File: config.mk
export PLATFORM = sky130hd
export DESIGN_NAME = rtdc_merge
export DESIGN_NICKNAME = d
export VERILOG_FILES = /design/src/design/rtdc_pkg.sv /design/src/design/rtdc_merge.sv
export SDC_FILE = /design/constraint.sdc
export NUM_CORES = 1
export LEC_CHECK = 0
export ABC_CLOCK_PERIOD_IN_PS = 13300
export BUFFER_PORTS_ARGS = -buffer_cell sky130_fd_sc_hd__clkbuf_2
export CAP_MARGIN = 0
export CORE_UTILIZATION = 45
export CTS_BUF_LIST = sky130_fd_sc_hd__clkbuf_8
export DETAILED_ROUTE_END_ITERATION = 12
export PLACE_DENSITY = 0.65
export SLEW_MARGIN = 10
export SYNTH_ARGS = -nofsm -noshare
export SYNTH_HDL_FRONTEND = slang
export SYNTH_SLANG_ARGS = --single-unit
export TNS_END_PERCENT = 10
File: constraint.sdc
create_clock -name clk_i -period 13.3 [get_ports clk_i]
set_input_delay 1.33 -clock clk_i [delete_from_list [all_inputs] [get_ports clk_i]]
set_output_delay 1.33 -clock clk_i [all_outputs]
set_load 0.02 [all_outputs]
File: src/design/rtdc_pkg.sv
`timescale 1ns / 1ps
// Package for the ray / triangle interval clip: payload structs, widths and
// the flags that pass between the pipeline parts. No dependencies.
package rtdc_pkg;

  localparam int CoordBits = 32;
  localparam int FracBits  = 16;
  localparam int DiffBits  = CoordBits + 1;
  localparam int ProdBits  = 2 * DiffBits;
  localparam int AbBits    = ProdBits + 1;
  localparam int MagBits   = AbBits - 1;
  localparam int RemBits   = MagBits + CoordBits;

  typedef struct packed {
    logic signed [CoordBits-1:0] org_x;
    logic signed [CoordBits-1:0] org_y;
    logic signed [CoordBits-1:0] dir_x;
    logic signed [CoordBits-1:0] dir_y;
    logic        [CoordBits-2:0] max_range;
    logic signed [CoordBits-1:0] ax;
    logic signed [CoordBits-1:0] ay;
    logic signed [CoordBits-1:0] bx;
    logic signed [CoordBits-1:0] by_coord;
    logic signed [CoordBits-1:0] cx;
    logic signed [CoordBits-1:0] cy;
  } rtdc_in_t;

  typedef struct packed {
    logic                        hit_valid;
    logic signed [CoordBits-1:0] clip_low;
    logic signed [CoordBits-1:0] clip_high;
  } rtdc_out_t;

  // Raw edge numerator and denominator, plus the orientation flip.
  typedef struct packed {
    logic signed [AbBits-1:0] a;
    logic signed [AbBits-1:0] b;
    logic                     flip;
  } rtdc_ab_t;

  // Edge class after orientation: denominator zero / positive, numerator negative.
  typedef struct packed {
    logic bzero;
    logic bpos;
    logic aneg;
  } rtdc_flag_t;

endpackage

File: src/design/rtdc_merge.sv
`timescale 1ns / 1ps
// Interval merge: folds the edge quotients of the triangle into [low, high] and
// decides the hit from registered partial bounds and registers the result. Depends on rtdc_pkg.
module rtdc_merge import rtdc_pkg::*; (
  input  logic                        clk_i,
  input  logic                        rst_ni,
  input  logic                        valid_i,
  input  logic        [CoordBits-2:0] range_i,
  input  logic signed [CoordBits-1:0] q_i    [3],
  input  rtdc_flag_t                  flag_i [3],
  output logic                        valid_o,
  output rtdc_out_t                   res_o
);

  logic signed [CoordBits-1:0] rng;
  logic signed [CoordBits-1:0] lc [3];
  logic signed [CoordBits-1:0] hc [3];
  logic                        rej;

  assign rng = $signed({1'b0, range_i});

  always_comb begin
    rej = 1'b0;
    for (int k = 0; k < 3; k++) begin
      lc[k] = (flag_i[k].bpos && q_i[k] > 0) ? q_i[k] : '0;
      hc[k] = (!flag_i[k].bzero && !flag_i[k].bpos && q_i[k] < rng) ? q_i[k] : rng;
      rej   = rej | (flag_i[k].bzero & flag_i[k].aneg);
    end
  end

  logic                        v1_q, rej1_q;
  logic signed [CoordBits-1:0] lo01_q, hi01_q, lc2_q, hc2_q;

  always_ff @(posedge clk_i or negedge rst_ni) begin
    if (!rst_ni) begin
      v1_q <= 1'b0;
    end else begin
      v1_q <= valid_i;
    end
  end

  always_ff @(posedge clk_i) begin
    lo01_q <= (lc[1] > lc[0]) ? lc[1] : lc[0];
    hi01_q <= (hc[1] < hc[0]) ? hc[1] : hc[0];
    lc2_q  <= lc[2];
    hc2_q  <= hc[2];
    rej1_q <= rej;
  end

  logic signed [CoordBits-1:0] lo, hi;
  logic                        ok;

  assign lo = (lc2_q > lo01_q) ? lc2_q : lo01_q;
  assign hi = (hc2_q < hi01_q) ? hc2_q : hi01_q;
  assign ok = !rej1_q && (hi > lo);

  always_ff @(posedge clk_i or negedge rst_ni) begin
    if (!rst_ni) begin
      valid_o <= 1'b0;
    end else begin
      valid_o <= v1_q;
    end
  end

  // drop the interval of a rejected item
  always_ff @(posedge clk_i) begin
    res_o.hit_valid <= ok;
    res_o.clip_low  <= ok ? lo : '0;
    res_o.clip_high <= ok ? hi : '0;
  end

endmodule

## Word-level counts from Yosys, hierarchy flattened

Cells that the tools add are included.
W data, S select, Z words.

| storage, ports and cells | value |
|---|---|
| output and inout bits | 66 |
| register bits | 196 |
| bits of input ports | 139 |
| logic and storage cells | 53 |

| cells by class | value |
|---|---|
| magnitude comparators | 11 |
| reductions and logical operators | 17 |
| muxes and demuxes | 9 |
| bitwise logic cells | 5 |

Operators with widths:

| kind | number |
|---|---|
| $mux W32 | 8 |
| $lt A32 B32 Y1 | 5 |
| $gt A32 B1 Y1 const B | 3 |
| $gt A32 B32 Y1 | 3 |
| $mux W31 | 1 |
| $logic_and A1 B1 Y1 | 10 |
| $logic_not A1 Y1 | 7 |
| $and A1 B1 Y1 | 3 |
| $or A1 B1 Y1 | 2 |

## Logic depth before layout (Yosys ltp)

Gate-level depths: netlist of run 1.

| depth | value |
|---|---|
| depth after elaboration | 6 |
| depth in mapped cells | 25 |
| depth with buffers taken out | 22 |

## Worst setup path before layout of run 1

OpenSTA, ideal clock, no wires.

| timing path | value |
|---|---|
| path type | input -> register |
| start point | input port range_i[7] |
| end point | register hi01_q[0] |
| library setup time | 86 ps |
| setup slack | 7,340 ps |
| arrival time | 5,874 ps |
| cell stages on the path | 22 |
| buffers on the path | 2 |
| data required time | 13,214 ps |
| cells stage by stage | inv_1 ha_1 nand4_1 o311a_1 o41a_1 o21ai_0 nor2b_1 clkbuf_1 buf_2 mux2i_1 inv_1 ha_1 a21oi_1 o22ai_1 o2111ai_1 nand3_1 or3_1 nor4_4 a21oi_4 xor2_2 mux2_1 a221oi_2 |

| between the ends | value |
|---|---|
| word-level cells in the longest chain between the ends | 5 |
| elaborated cells between the ends (all ways) | 8 |
| those cells by class | order compare: 3; mux: 3; reduce/logical: 2 |

RTL lines:

| element | RTL line | text |
|---|---|---|
| from (decl) | rtdc_merge.sv:8 | `input logic [CoordBits-2:0] range_i,` |
| $lt A32 B32 Y1 | rtdc_merge.sv:26 | `hc[k] = (!flag_i[k].bzero && !flag_i[k].bpos && q_i[k] < rng) ? q_i[k] : rng;` |
| $logic_and A1 B1 Y1 | rtdc_merge.sv:26 |  |
| $mux W32 | rtdc_merge.sv:26 |  |
| $lt A32 B32 Y1 | rtdc_merge.sv:44 | `hi01_q <= (hc[1] < hc[0]) ? hc[1] : hc[0];` |
| $mux W32 (*) | rtdc_merge.sv:44 |  |
| to (signal assigned) | rtdc_merge.sv:44 |  |
| to (decl) | rtdc_merge.sv:32 | `logic signed [CoordBits-1:0] lo01_q, hi01_q, lc2_q, hc2_q;` |

Mark *: on every way between the ends. The rest lies on a longest branch, timed or not.
A chain may end at the register's enable or synchronous reset.

## Worst setup path in the final report of run 1

| timing path | value |
|---|---|
| start point | input port range_i[29] |
| end point | register hi01_q[0] |

Same word-level chain as after synthesis.

==> results of run 1 <==
synth_stat cells (all sizes together) (3+ instances only):
cell / count / share of area, %
clkbuf: 26 / 0.72
a2111oi: 4 / 0.26
a21o: 54 / 3.0
nor3: 9 / 0.33
a221oi: 6 / 0.44
a211o: 4 / 0.26
a211oi: 4 / 0.26
and2: 33 / 1.5
o22ai: 3 / 0.14
o21ai: 32 / 1.2
a21oi: 71 / 2.7
nand4: 42 / 2.0
o21a: 11 / 0.61
mux2: 64 / 5.3
nor2: 64 / 1.8
nand2b: 10 / 0.46
ha: 248 / 23
nor4: 33 / 1.6
buf: 12 / 0.47
o211ai: 6 / 0.33
dfxtp: 194 / 29
nor3b: 5 / 0.28
a31oi: 3 / 0.14
nand2: 98 / 2.7
nand3: 16 / 0.59
inv: 170 / 4.7
or2: 3 / 0.14
mux2i: 154 / 11
o2111ai: 3 / 0.20
nor2b: 44 / 2.0
state kept, by name, indices dropped and copies added (netlist names):
name     flops
hi01_q      32
hc2_q       32
lo01_q      32
v1_q         1
res_o       65
valid_o      1
lc2_q       32
rej1_q       1
routing by layer:
| layer | routed length (um) | global-route usage, % | vias to the layer above |
|---|---|---|---|
| met1 | 21300 | 42.1 | 5373 |
| li1 | - | - | 5579 |
| met2 | 18000 | 41.9 | 413 |
| met5 | 0 | 0 | - |
| met3 | 2820 | 3.94 | 54 |
| met4 | 924 | 7.68 | 0 |
per-stage QoR:
step                      std cells  total power (uW)
after floorplan                1461              1230
after global placement         2023              1470
after detailed placement       2023              1480
after CTS                      2055              1890
after global routing           2055              2000
final                          2055              1890
logic make-up (layout without fill, tap and decap cells):
| kind of cell | after synthesis | in the layout | synth area share (%) |
|---|---|---|---|
| simple gates | 369 | 369 | 14.2 |
| fa+ha+maj | 248 | 248 | 23.0 |
| mux | 218 | 218 | 16.8 |
| xor+xnor | 2 | 2 | 0.186 |
| compound gates | 216 | 216 | 10.6 |
| buf+inv | 208 | 418 | 5.93 |
| flops | 196 | 196 | 29.2 |
| other cells | 2 | 4 | 0.0557 |
worst max-delay path by stage:
stage	start	end	slack (ns)	cells after the start
floorplan	range_i[7]	hi01_q[0]	7.34	22
global placement	range_i[29]	hi01_q[0]	5.90	24
detailed placement	range_i[29]	hi01_q[0]	5.87	24
CTS	range_i[29]	hi01_q[0]	6.39	24
global route	lo01_q[30]	res_o[3]	5.87	23
finish	range_i[29]	hi01_q[0]	6.34	24
power by group through the flow:
stage	clock network, uW	registers, uW	logic (uW)
2_1_floorplan	0	747	487
3_3_place_gp	0	719	751
3_5_place_dp	0	720	762
4_1_cts	416	706	768
5_1_grt	440	714	850
6_report	411	708	772
worst max-delay path: cells and delay by family:
kind                     cells  cell delay, ns
XOR/XNOR                     1            0.13
AND/OR/NAND/NOR              5            1.33
multiplexers                 2            0.71
adder cells (fa/ha/maj)      2            0.63
AO/OA/AOI/OAI                8            1.73
buffers and inverters        6            1.47
final cells by class:
class                           instances  area [um^2]  area share [%]
Tap cell                              384          480            3.12
Clock buffer                           20          275            1.79
Clock inverter                         12          143           0.926
Timing Repair Buffer                  216         1110            7.21
Multi-Input combinational cell       1057         8830            57.3
Inverter                              170          638            4.14
Sequential cell                       196         3930            25.5
==> out/summary.txt, run 1 <==
Status: finished, final reports clean
Synth warn: 0
Chip Height: 175 um
Number of hold violations in the final report: 0
DRT Pass-1 Iters: 5
Root buffer cell: clkbuf_8
Critical path peak fanout: 33
Slew @ Worst Pin: 1.09 ns
Count of hold buffers inserted by post-cts repair: 0
Pins over their slew limit: 0
Register share of total power: 37.4%
Post-DP HPWL: 35900 um
Max VDD drop: 84.3 uV
Worst-Skew Late Latency: 0.49 ns
EDFF count, synth: 0
Initial Util: 46.3%
Worst Setup End Kind: flip-flop
Commonest non-fill, non-tap cell in the layout: ha_1
Hold path start: v1_q
Post-synth top flop: dfxtp_1
Input/output buffers: 204
R2R cell count: 23
Setup crit start kind: input port
Crit path DAT: 7.37 ns
CP max stage delay: 0.52 ns
GRT overflow: 0
Tmin final: 6.96 ns
Fmax: 144 MHz
Setup TNS: 0 ns
Core area: 29100 um^2
First-pass GRT wire length: 65000 um
Post-Place Cell Area: 15000 um^2
Vias per inst: 5.56
Routed WL per cell: 20.9 um
Sw Share: 37.6%
Syn_area_per_cell: 9.23 um^2
Std cell rows: 62
Fin area: 15400 um^2
Hold crit path type: flip-flop to flip-flop
Htree depth: 4
Via Count: 11400
Worst Skew: 0.0226 ns
Fin worst setup slack: 6.34 ns
Slowest CP cell: buf_4
Most frequent CP cell: inv_1
End of the worst hold path: valid_o
DRT iter0 DRCs: 857
Worst path cell trace: clkbuf_2, inv_1, ha_1, nand4b_1, or2_2, nor4_1, inv_1, o21ai_0, nor2b_4, buf_4, mux2i_1, inv_1, ha_1, a21o_1, a21o_1, a2111oi_0, o31a_1, a21oi_1, nor2_1, a21oi_4, xor2_4, buf_4, mux2_1, a221oi_2
Layout Nets: 2045
RR Startpoint: lo01_q[30]
Share of layout cells above drive strength 1: 19.6%
Crit Path Class: input port to flip-flop
Seq/Total Area, Yosys: 29.2%
Clock group share of total power: 21.8%
Die footprint: 30600 um^2
# Post-CTS Setup Buffers: 0
Flop2flop setup slack: 6.50 ns
Unique masters post-synth: 61
Routability Congestion: 1.02
Commonest cells after routing, fill and taps aside: 248 x ha_1, 204 x clkbuf_2, 194 x dfxtp_1
Mapped Area: 13500 um^2
GRT Overall Usage: 28.2%
Psw: 711 uW
Largest net degree at the start of global routing: 55
Final ANT Viol Nets: 0
Routed wire length: 43000 um
Pwr dens: 123 nW/um^2
Die X-Extent: 175 um
Seq cells post-synth: 196
Max cap viols: 0
Slew headroom: 27.6%
Finished Core Util: 53.0%
Layout area overhead: 14.4%
Reg clk slew, reported paths: 0.11 ns
Clock Path Buffers: 2
Internal power: 1180 uW
Number of diodes: 0
Combinational power share: 40.8%
WHS: 0.360 ns
Dpl ws: 5.87 ns
Worst r2r dst: res_o[34]
P_leak: 0.00810 uW
Worst endpoint required time: 13.71 ns
CTS sink count: 196
PostCTS Resize Cnt: 0
Antenna violations before repair: 0
Number of global-route vias before repair: 11100
Post-synthesis instance total: 1459
CTS Buf Count: 17
Number of remaining DRC errors: 0
CTS tree: yes
Fill count: 2818
Fraction of registers with async set/reset: 1.02%
Final critical-path share of the clock period: 52.3%
Hold Path Stages: 0
I/O pins: 205
Final setup fails: 0
RSZ-0062 raised after global routing: false
Power figures use the tool's default switching activity.
==> inputs of run 2 (changes only) <==
- ABC_CLOCK_PERIOD_IN_PS: 13300 -> 5800
- PLACE_DENSITY: 0.65 -> 0.67
- clock period: 13.3 -> 5.8 ns (I/O delays scaled with it)
==> run 2 against run 1 <==
Sequential share of layout area shrank 0.60 points. Wire length up 0.92%. Final cell count increased by 2.0%. Highest routed layer unchanged. Sequential power rose by 130%.
==> out/summary.txt, run 2 (synthesized netlist as in run 1, its figures left out) <==
Tot Pwr: 4300 uW (was 1890 uW)
Hold crit path type: input port to flip-flop (was flip-flop to flip-flop)
Critical path peak fanout: 11 (was 33)
Root buffer cell: clkbuf_8 (unchanged)
CTS tree: yes (unchanged)
Final critical-path share of the clock period: 92.8%
Number of global-route vias before repair: 11200 (was 11100)
Input/output buffers: 204 (unchanged)
Die X-Extent: 175 um (unchanged)
P_leak: 0.00832 uW (was 0.00810 uW)
Clock Path Buffers: 2 (unchanged)
Number of hold violations in the final report: 0 (unchanged)
Status: finished, final reports clean (unchanged)
Final setup fails: 0 (unchanged)
Core area: 29100 um^2 (unchanged)
I/O pins: 205 (unchanged)
Pwr dens: 273 nW/um^2 (was 123 nW/um^2)
WHS: 0.217 ns (was 0.360 ns)
Number of remaining DRC errors: 0 (unchanged)
Initial Util: 46.3% (unchanged)
Max cap viols: 0 (unchanged)
Layout Nets: 2088 (was 2045)
Number of diodes: 0 (unchanged)
Largest net degree at the start of global routing: 66 (was 55)
Layout area overhead: 17.2% (was 14.4%)
Post-DP HPWL: 36400 um (was 35900 um)
Via Count: 11600 (was 11400)
Routed wire length: 43400 um (was 43000 um)
Worst endpoint required time: 6.18 ns (was 13.71 ns)
Routed WL per cell: 20.7 um (was 20.9 um)
Worst-Skew Late Latency: 0.49 ns (about the same)
Antenna violations before repair: 3 (was 0)
CTS Buf Count: 17 (unchanged)
PostCTS Resize Cnt: 0 (unchanged)
Slew headroom: 62.2% (was 27.6%)
Commonest non-fill, non-tap cell in the layout: ha_1 (unchanged)
Share of layout cells above drive strength 1: 21.3% (was 19.6%)
Chip Height: 175 um (unchanged)
Setup TNS: 0 ns (unchanged)
Crit Path Class: input port to flip-flop (unchanged)
CTS sink count: 196 (unchanged)
Finished Core Util: 54.3% (was 53.0%)
RSZ-0062 raised after global routing: false (unchanged)
Die footprint: 30600 um^2 (unchanged)
Final ANT Viol Nets: 0 (unchanged)
Slew @ Worst Pin: 0.551 ns (was 1.09 ns)
Htree depth: 4 (unchanged)
DRT iter0 DRCs: 728 (was 857)
Vias per inst: 5.55 (was 5.56)
Routability Congestion: 0.960 (was 1.02)
Commonest cells after routing, fill and taps aside: 248 x ha_1, 204 x clkbuf_2, 194 x dfxtp_1 (unchanged)
Crit path DAT: 5.76 ns (was 7.37 ns)
Worst Setup End Kind: flip-flop (unchanged)
GRT overflow: 0 (unchanged)
Fmax: 186 MHz
Worst Skew: 0.0252 ns (was 0.0226 ns)
First-pass GRT wire length: 65700 um (was 65000 um)
Tmin final: 5.38 ns
Setup crit start kind: input port (unchanged)
Biggest register: res_o (unchanged)
Max VDD drop: 155 uV (was 84.3 uV)
Max FFs per register: 65 (unchanged)
Pins over their slew limit: 0 (unchanged)
DRT Pass-1 Iters: 6 (was 5)
Std cell rows: 62 (unchanged)
Flop2flop setup slack: 0.54 ns (was 6.50 ns)
Reg clk slew, reported paths: 0.09 ns (was 0.11 ns)
GRT Overall Usage: 28.7% (was 28.2%)
## run 2: through the flow
| step | cells | instance area [um^2] | worst slack [ns] |
|---|---|---|---|
| after CTS | 2096 | 15800 | 0.480 |
| final | 2096 | 15800 | 0.416 |
| after global routing | 2096 | 15800 | 0.179 |
| after global placement | 2065 | 15400 | 0.163 |
| after detailed placement | 2065 | 15400 | 0.0262 |
| after floorplan | 1461 | 13500 | 0.590 |
## run 2: power by group
part           total, uW  leakage (uW)  internal (uW)  switching (uW)
sequential          1620       0.00163           1530            94.4
clock                822      0.000183            352             470
combinational       1860       0.00651            818            1040
## run 2: timing repair
item	CTS	global route
setup buffers	0	0
hold buffers	1	0
endpoints found under the setup margin	0	0
hold endpoints to repair	2	0
## run 2: area by class of cell
| type | instances | area (um^2) |
|---|---|---|
| Fill cell | 2696 | 13300 |
| Multi-Input combinational cell | 1057 | 8830 |
| Sequential cell | 196 | 3930 |
| Timing Repair Buffer | 259 | 1550 |
| Inverter | 170 | 638 |
| Tap cell | 384 | 480 |
| Clock buffer | 19 | 262 |
| Clock inverter | 11 | 91.3 |
## run 2: worst paths after layout
kind	start	endpoint	depth (start not counted)
worst min register to register	v1_q	valid_o	0
worst max-delay path	range_i[29]	hi01_q[16]	24
worst max register to register	hi01_q[31]	res_o[6]	23
min in group asynchronous	rst_ni	valid_o	2
max in group asynchronous	rst_ni	v1_q	2
worst min-delay path	valid_i	v1_q	1
## run 2: metal layers
layer  part of all wire, %  vias up  track usage, %
li1                      -     5665               -
met1                    48     5507            41.4
met2                    43      405            43.9
met3                   6.4       51            3.87
met4                   2.2        0            8.77
met5                     0        -               0
## run 2: worst max-delay path, stage by stage
cell       delay [ns]
clkbuf_2         0.13
inv_1            0.09
ha_1             0.31
nand4b_1         0.12
or2_2            0.36
nor4_1           0.48
inv_1            0.07
o21ai_0          0.28
nor2b_4          0.29
buf_12           0.17
buf_4            0.20
mux2i_1          0.27
inv_1            0.07
ha_1             0.19
a21o_1           0.16
a21o_1           0.17
a2111oi_0        0.43
o31a_1           0.29
a21oi_1          0.09
nor2_1           0.18
a21oi_4          0.08
xor2_4           0.19
buf_4            0.26
mux2i_1          0.30
==> inputs of run 3 (changes only) <==
- CTS_BUF_LIST: sky130_fd_sc_hd__clkbuf_8 -> unset
==> run 3 against run 2 <==
Wire length increased by 0.19%. Clock skew fell by 0.0083 ns. Core utilization is 0.67 points higher. Die area unchanged. Final cell count about the same. Maximum frequency shrank 1.4%. Clock power up 35%. Setup slack worse by 0.075 ns. Combinational power hardly changed. Cell area rose by 1.2%. Global-route usage about the same. First-iteration DRC count up 5.6%. Highest routed layer unchanged.
==> out/summary.txt, run 3 (synthesized netlist as in run 1, its figures left out) <==
CTS tree: yes (unchanged)
Share of layout cells above drive strength 1: 21.3% (unchanged)
CTS sink count: 196 (unchanged)
Worst endpoint required time: 6.12 ns (was 6.18 ns)
Max cap viols: 0 (unchanged)
Hold Path Stages: 1 (unchanged)
Final setup fails: 0 (unchanged)
Tmin final: 5.46 ns (was 5.38 ns)
Post-Layout Cell Count: 2097 (was 2096)
Crit path DAT: 5.78 ns (was 5.76 ns)
Slew @ Worst Pin: 0.580 ns (was 0.551 ns)
Critical path peak fanout: 11 (unchanged)
Pins over their slew limit: 0 (unchanged)
GRT overflow: 0 (unchanged)
CTS Buf Count: 17 (unchanged)
Crit Path Class: input port to flip-flop (unchanged)
RSZ-0062 raised after global routing: false (unchanged)
Clock Path Buffers: 2 (unchanged)
Finished Core Util: 54.9% (was 54.3%)
Worst-Skew Late Latency: 0.44 ns (was 0.49 ns)
Vias per inst: 5.54 (was 5.55)
End of the worst hold path: v1_q (unchanged)
Final ANT Viol Nets: 0 (unchanged)
Routed wire length: 43500 um (was 43400 um)
Root buffer cell: clkbuf_16 (was clkbuf_8)
Worst r2r dst: res_o[3] (was res_o[6])
Final critical-path share of the clock period: 94.1% (was 92.8%)
Reg clk slew, reported paths: 0.07 ns (was 0.09 ns)
Chip Height: 175 um (unchanged)
Fmax: 183 MHz (was 186 MHz)
Die X-Extent: 175 um (unchanged)
Number of hold violations in the final report: 0 (unchanged)
Worst Setup End Kind: flip-flop (unchanged)
R2R cell count: 23 (unchanged)
Routed WL per cell: 20.7 um (about the same)
Input/output buffers: 204 (unchanged)
Pwr dens: 288 nW/um^2 (was 273 nW/um^2)
Commonest non-fill, non-tap cell in the layout: ha_1 (unchanged)
WHS: 0.261 ns (was 0.217 ns)
Number of global-route vias before repair: 11300 (was 11200)
Core area: 29100 um^2 (unchanged)
Flop2flop setup slack: 0.52 ns (was 0.54 ns)
Hold path start: valid_i (unchanged)
PostCTS Resize Cnt: 0 (unchanged)
Via Count: 11600 (about the same)
Status: finished, final reports clean (unchanged)
# Post-CTS Setup Buffers: 0 (unchanged)
Placed cell count: 2065 (unchanged)
Tot Pwr: 4600 uW (was 4300 uW)
GRT Overall Usage: 28.7% (about the same)
Commonest cells after routing, fill and taps aside: 248 x ha_1, 204 x clkbuf_2, 194 x dfxtp_1 (unchanged)
Count of hold buffers inserted by post-cts repair: 1 (unchanged)
Setup TNS: 0 ns (unchanged)
RR Startpoint: hi01_q[31] (unchanged)
Antenna violations before repair: 4 (was 3)
Die footprint: 30600 um^2 (unchanged)
Hold crit path type: input port to flip-flop (unchanged)
Slew headroom: 61.0% (was 62.2%)
Worst Skew: 0.0169 ns (was 0.0252 ns)
Routability Congestion: 0.960 (unchanged)
Max VDD drop: 202 uV (was 155 uV)
Largest net degree at the start of global routing: 66 (unchanged)
DRT iter0 DRCs: 769 (was 728)
Post-DP HPWL: 36400 um (unchanged)
Std cell rows: 62 (unchanged)
Htree depth: 4 (unchanged)
Setup crit start kind: input port (unchanged)
P_leak: 0.00840 uW (was 0.00832 uW)
Initial Util: 46.3% (unchanged)
Biggest register: res_o (unchanged)
I/O pins: 205 (unchanged)
Number of remaining DRC errors: 0 (unchanged)
Max FFs per register: 65 (unchanged)
First-pass GRT wire length: 65900 um (was 65700 um)
DRT Pass-1 Iters: 5 (was 6)
Layout Nets: 2088 (unchanged)
Layout area overhead: 18.6% (was 17.2%)
-- run 3: layer usage --
layer  vias up  routed length [um]  track usage [%]  share of wire, %
met5         -                   0                0                 0
met4         0                1080             8.62               2.5
met3        65                2810             4.42               6.5
met2       413               18400             43.8                42
met1      5468               21200             41.2                49
li1       5667                   -                -                 -
-- run 3: where the power goes --
group	switching [uW]	leakage [uW]	internal, uW
sequential	93.9	0.00163	1530
combinational	1050	0.00651	819
clock	505	0.000258	610
-- run 3: layout make-up --
class                           count  area (um^2)
Fill cell                        2676        13100
Multi-Input combinational cell   1057         8830
Clock buffer                       22          464
Tap cell                          384          480
Inverter                          170          638
Clock inverter                      8         80.1
Antenna cell                        1         2.50
Timing Repair Buffer              259         1550
Sequential cell                   196         3930
-- run 3: critical path: stages --
cell and delay (ns):
clkbuf_2 0.13, inv_1 0.09, ha_1 0.30, nand4b_1 0.12, or2_2 0.37, nor4_1 0.46
inv_1 0.07, o21ai_0 0.28, nor2b_4 0.29, buf_12 0.17, buf_4 0.20, mux2i_1 0.26
inv_1 0.07, ha_1 0.19, a21o_1 0.16, a21o_1 0.17, a2111oi_0 0.43, o31a_1 0.29
a21oi_1 0.09, nor2_1 0.18, a21oi_4 0.08, xor2_4 0.19, buf_4 0.26, mux2i_1 0.34
-- run 3: metrics by stage --
step                      worst slack, ns  area (um^2)
after global routing                0.116        16000
after CTS                           0.460        16000
after floorplan                     0.590        13500
after global placement              0.163        15400
after detailed placement           0.0262        15400
final                               0.340        16000
-- run 3: worst max-delay path by stage --
stage                startpoint          to  slack [ns]  cells past startpoint
floorplan            range_i[7]   hi01_q[0]        0.59                     22
global placement    range_i[27]   hi01_q[0]        0.16                     24
detailed placement  range_i[29]  hi01_q[16]        0.03                     24
CTS                 range_i[29]  hi01_q[16]        0.46                     24
global route        range_i[29]  hi01_q[16]        0.12                     24
finish              range_i[29]  hi01_q[16]        0.34                     24
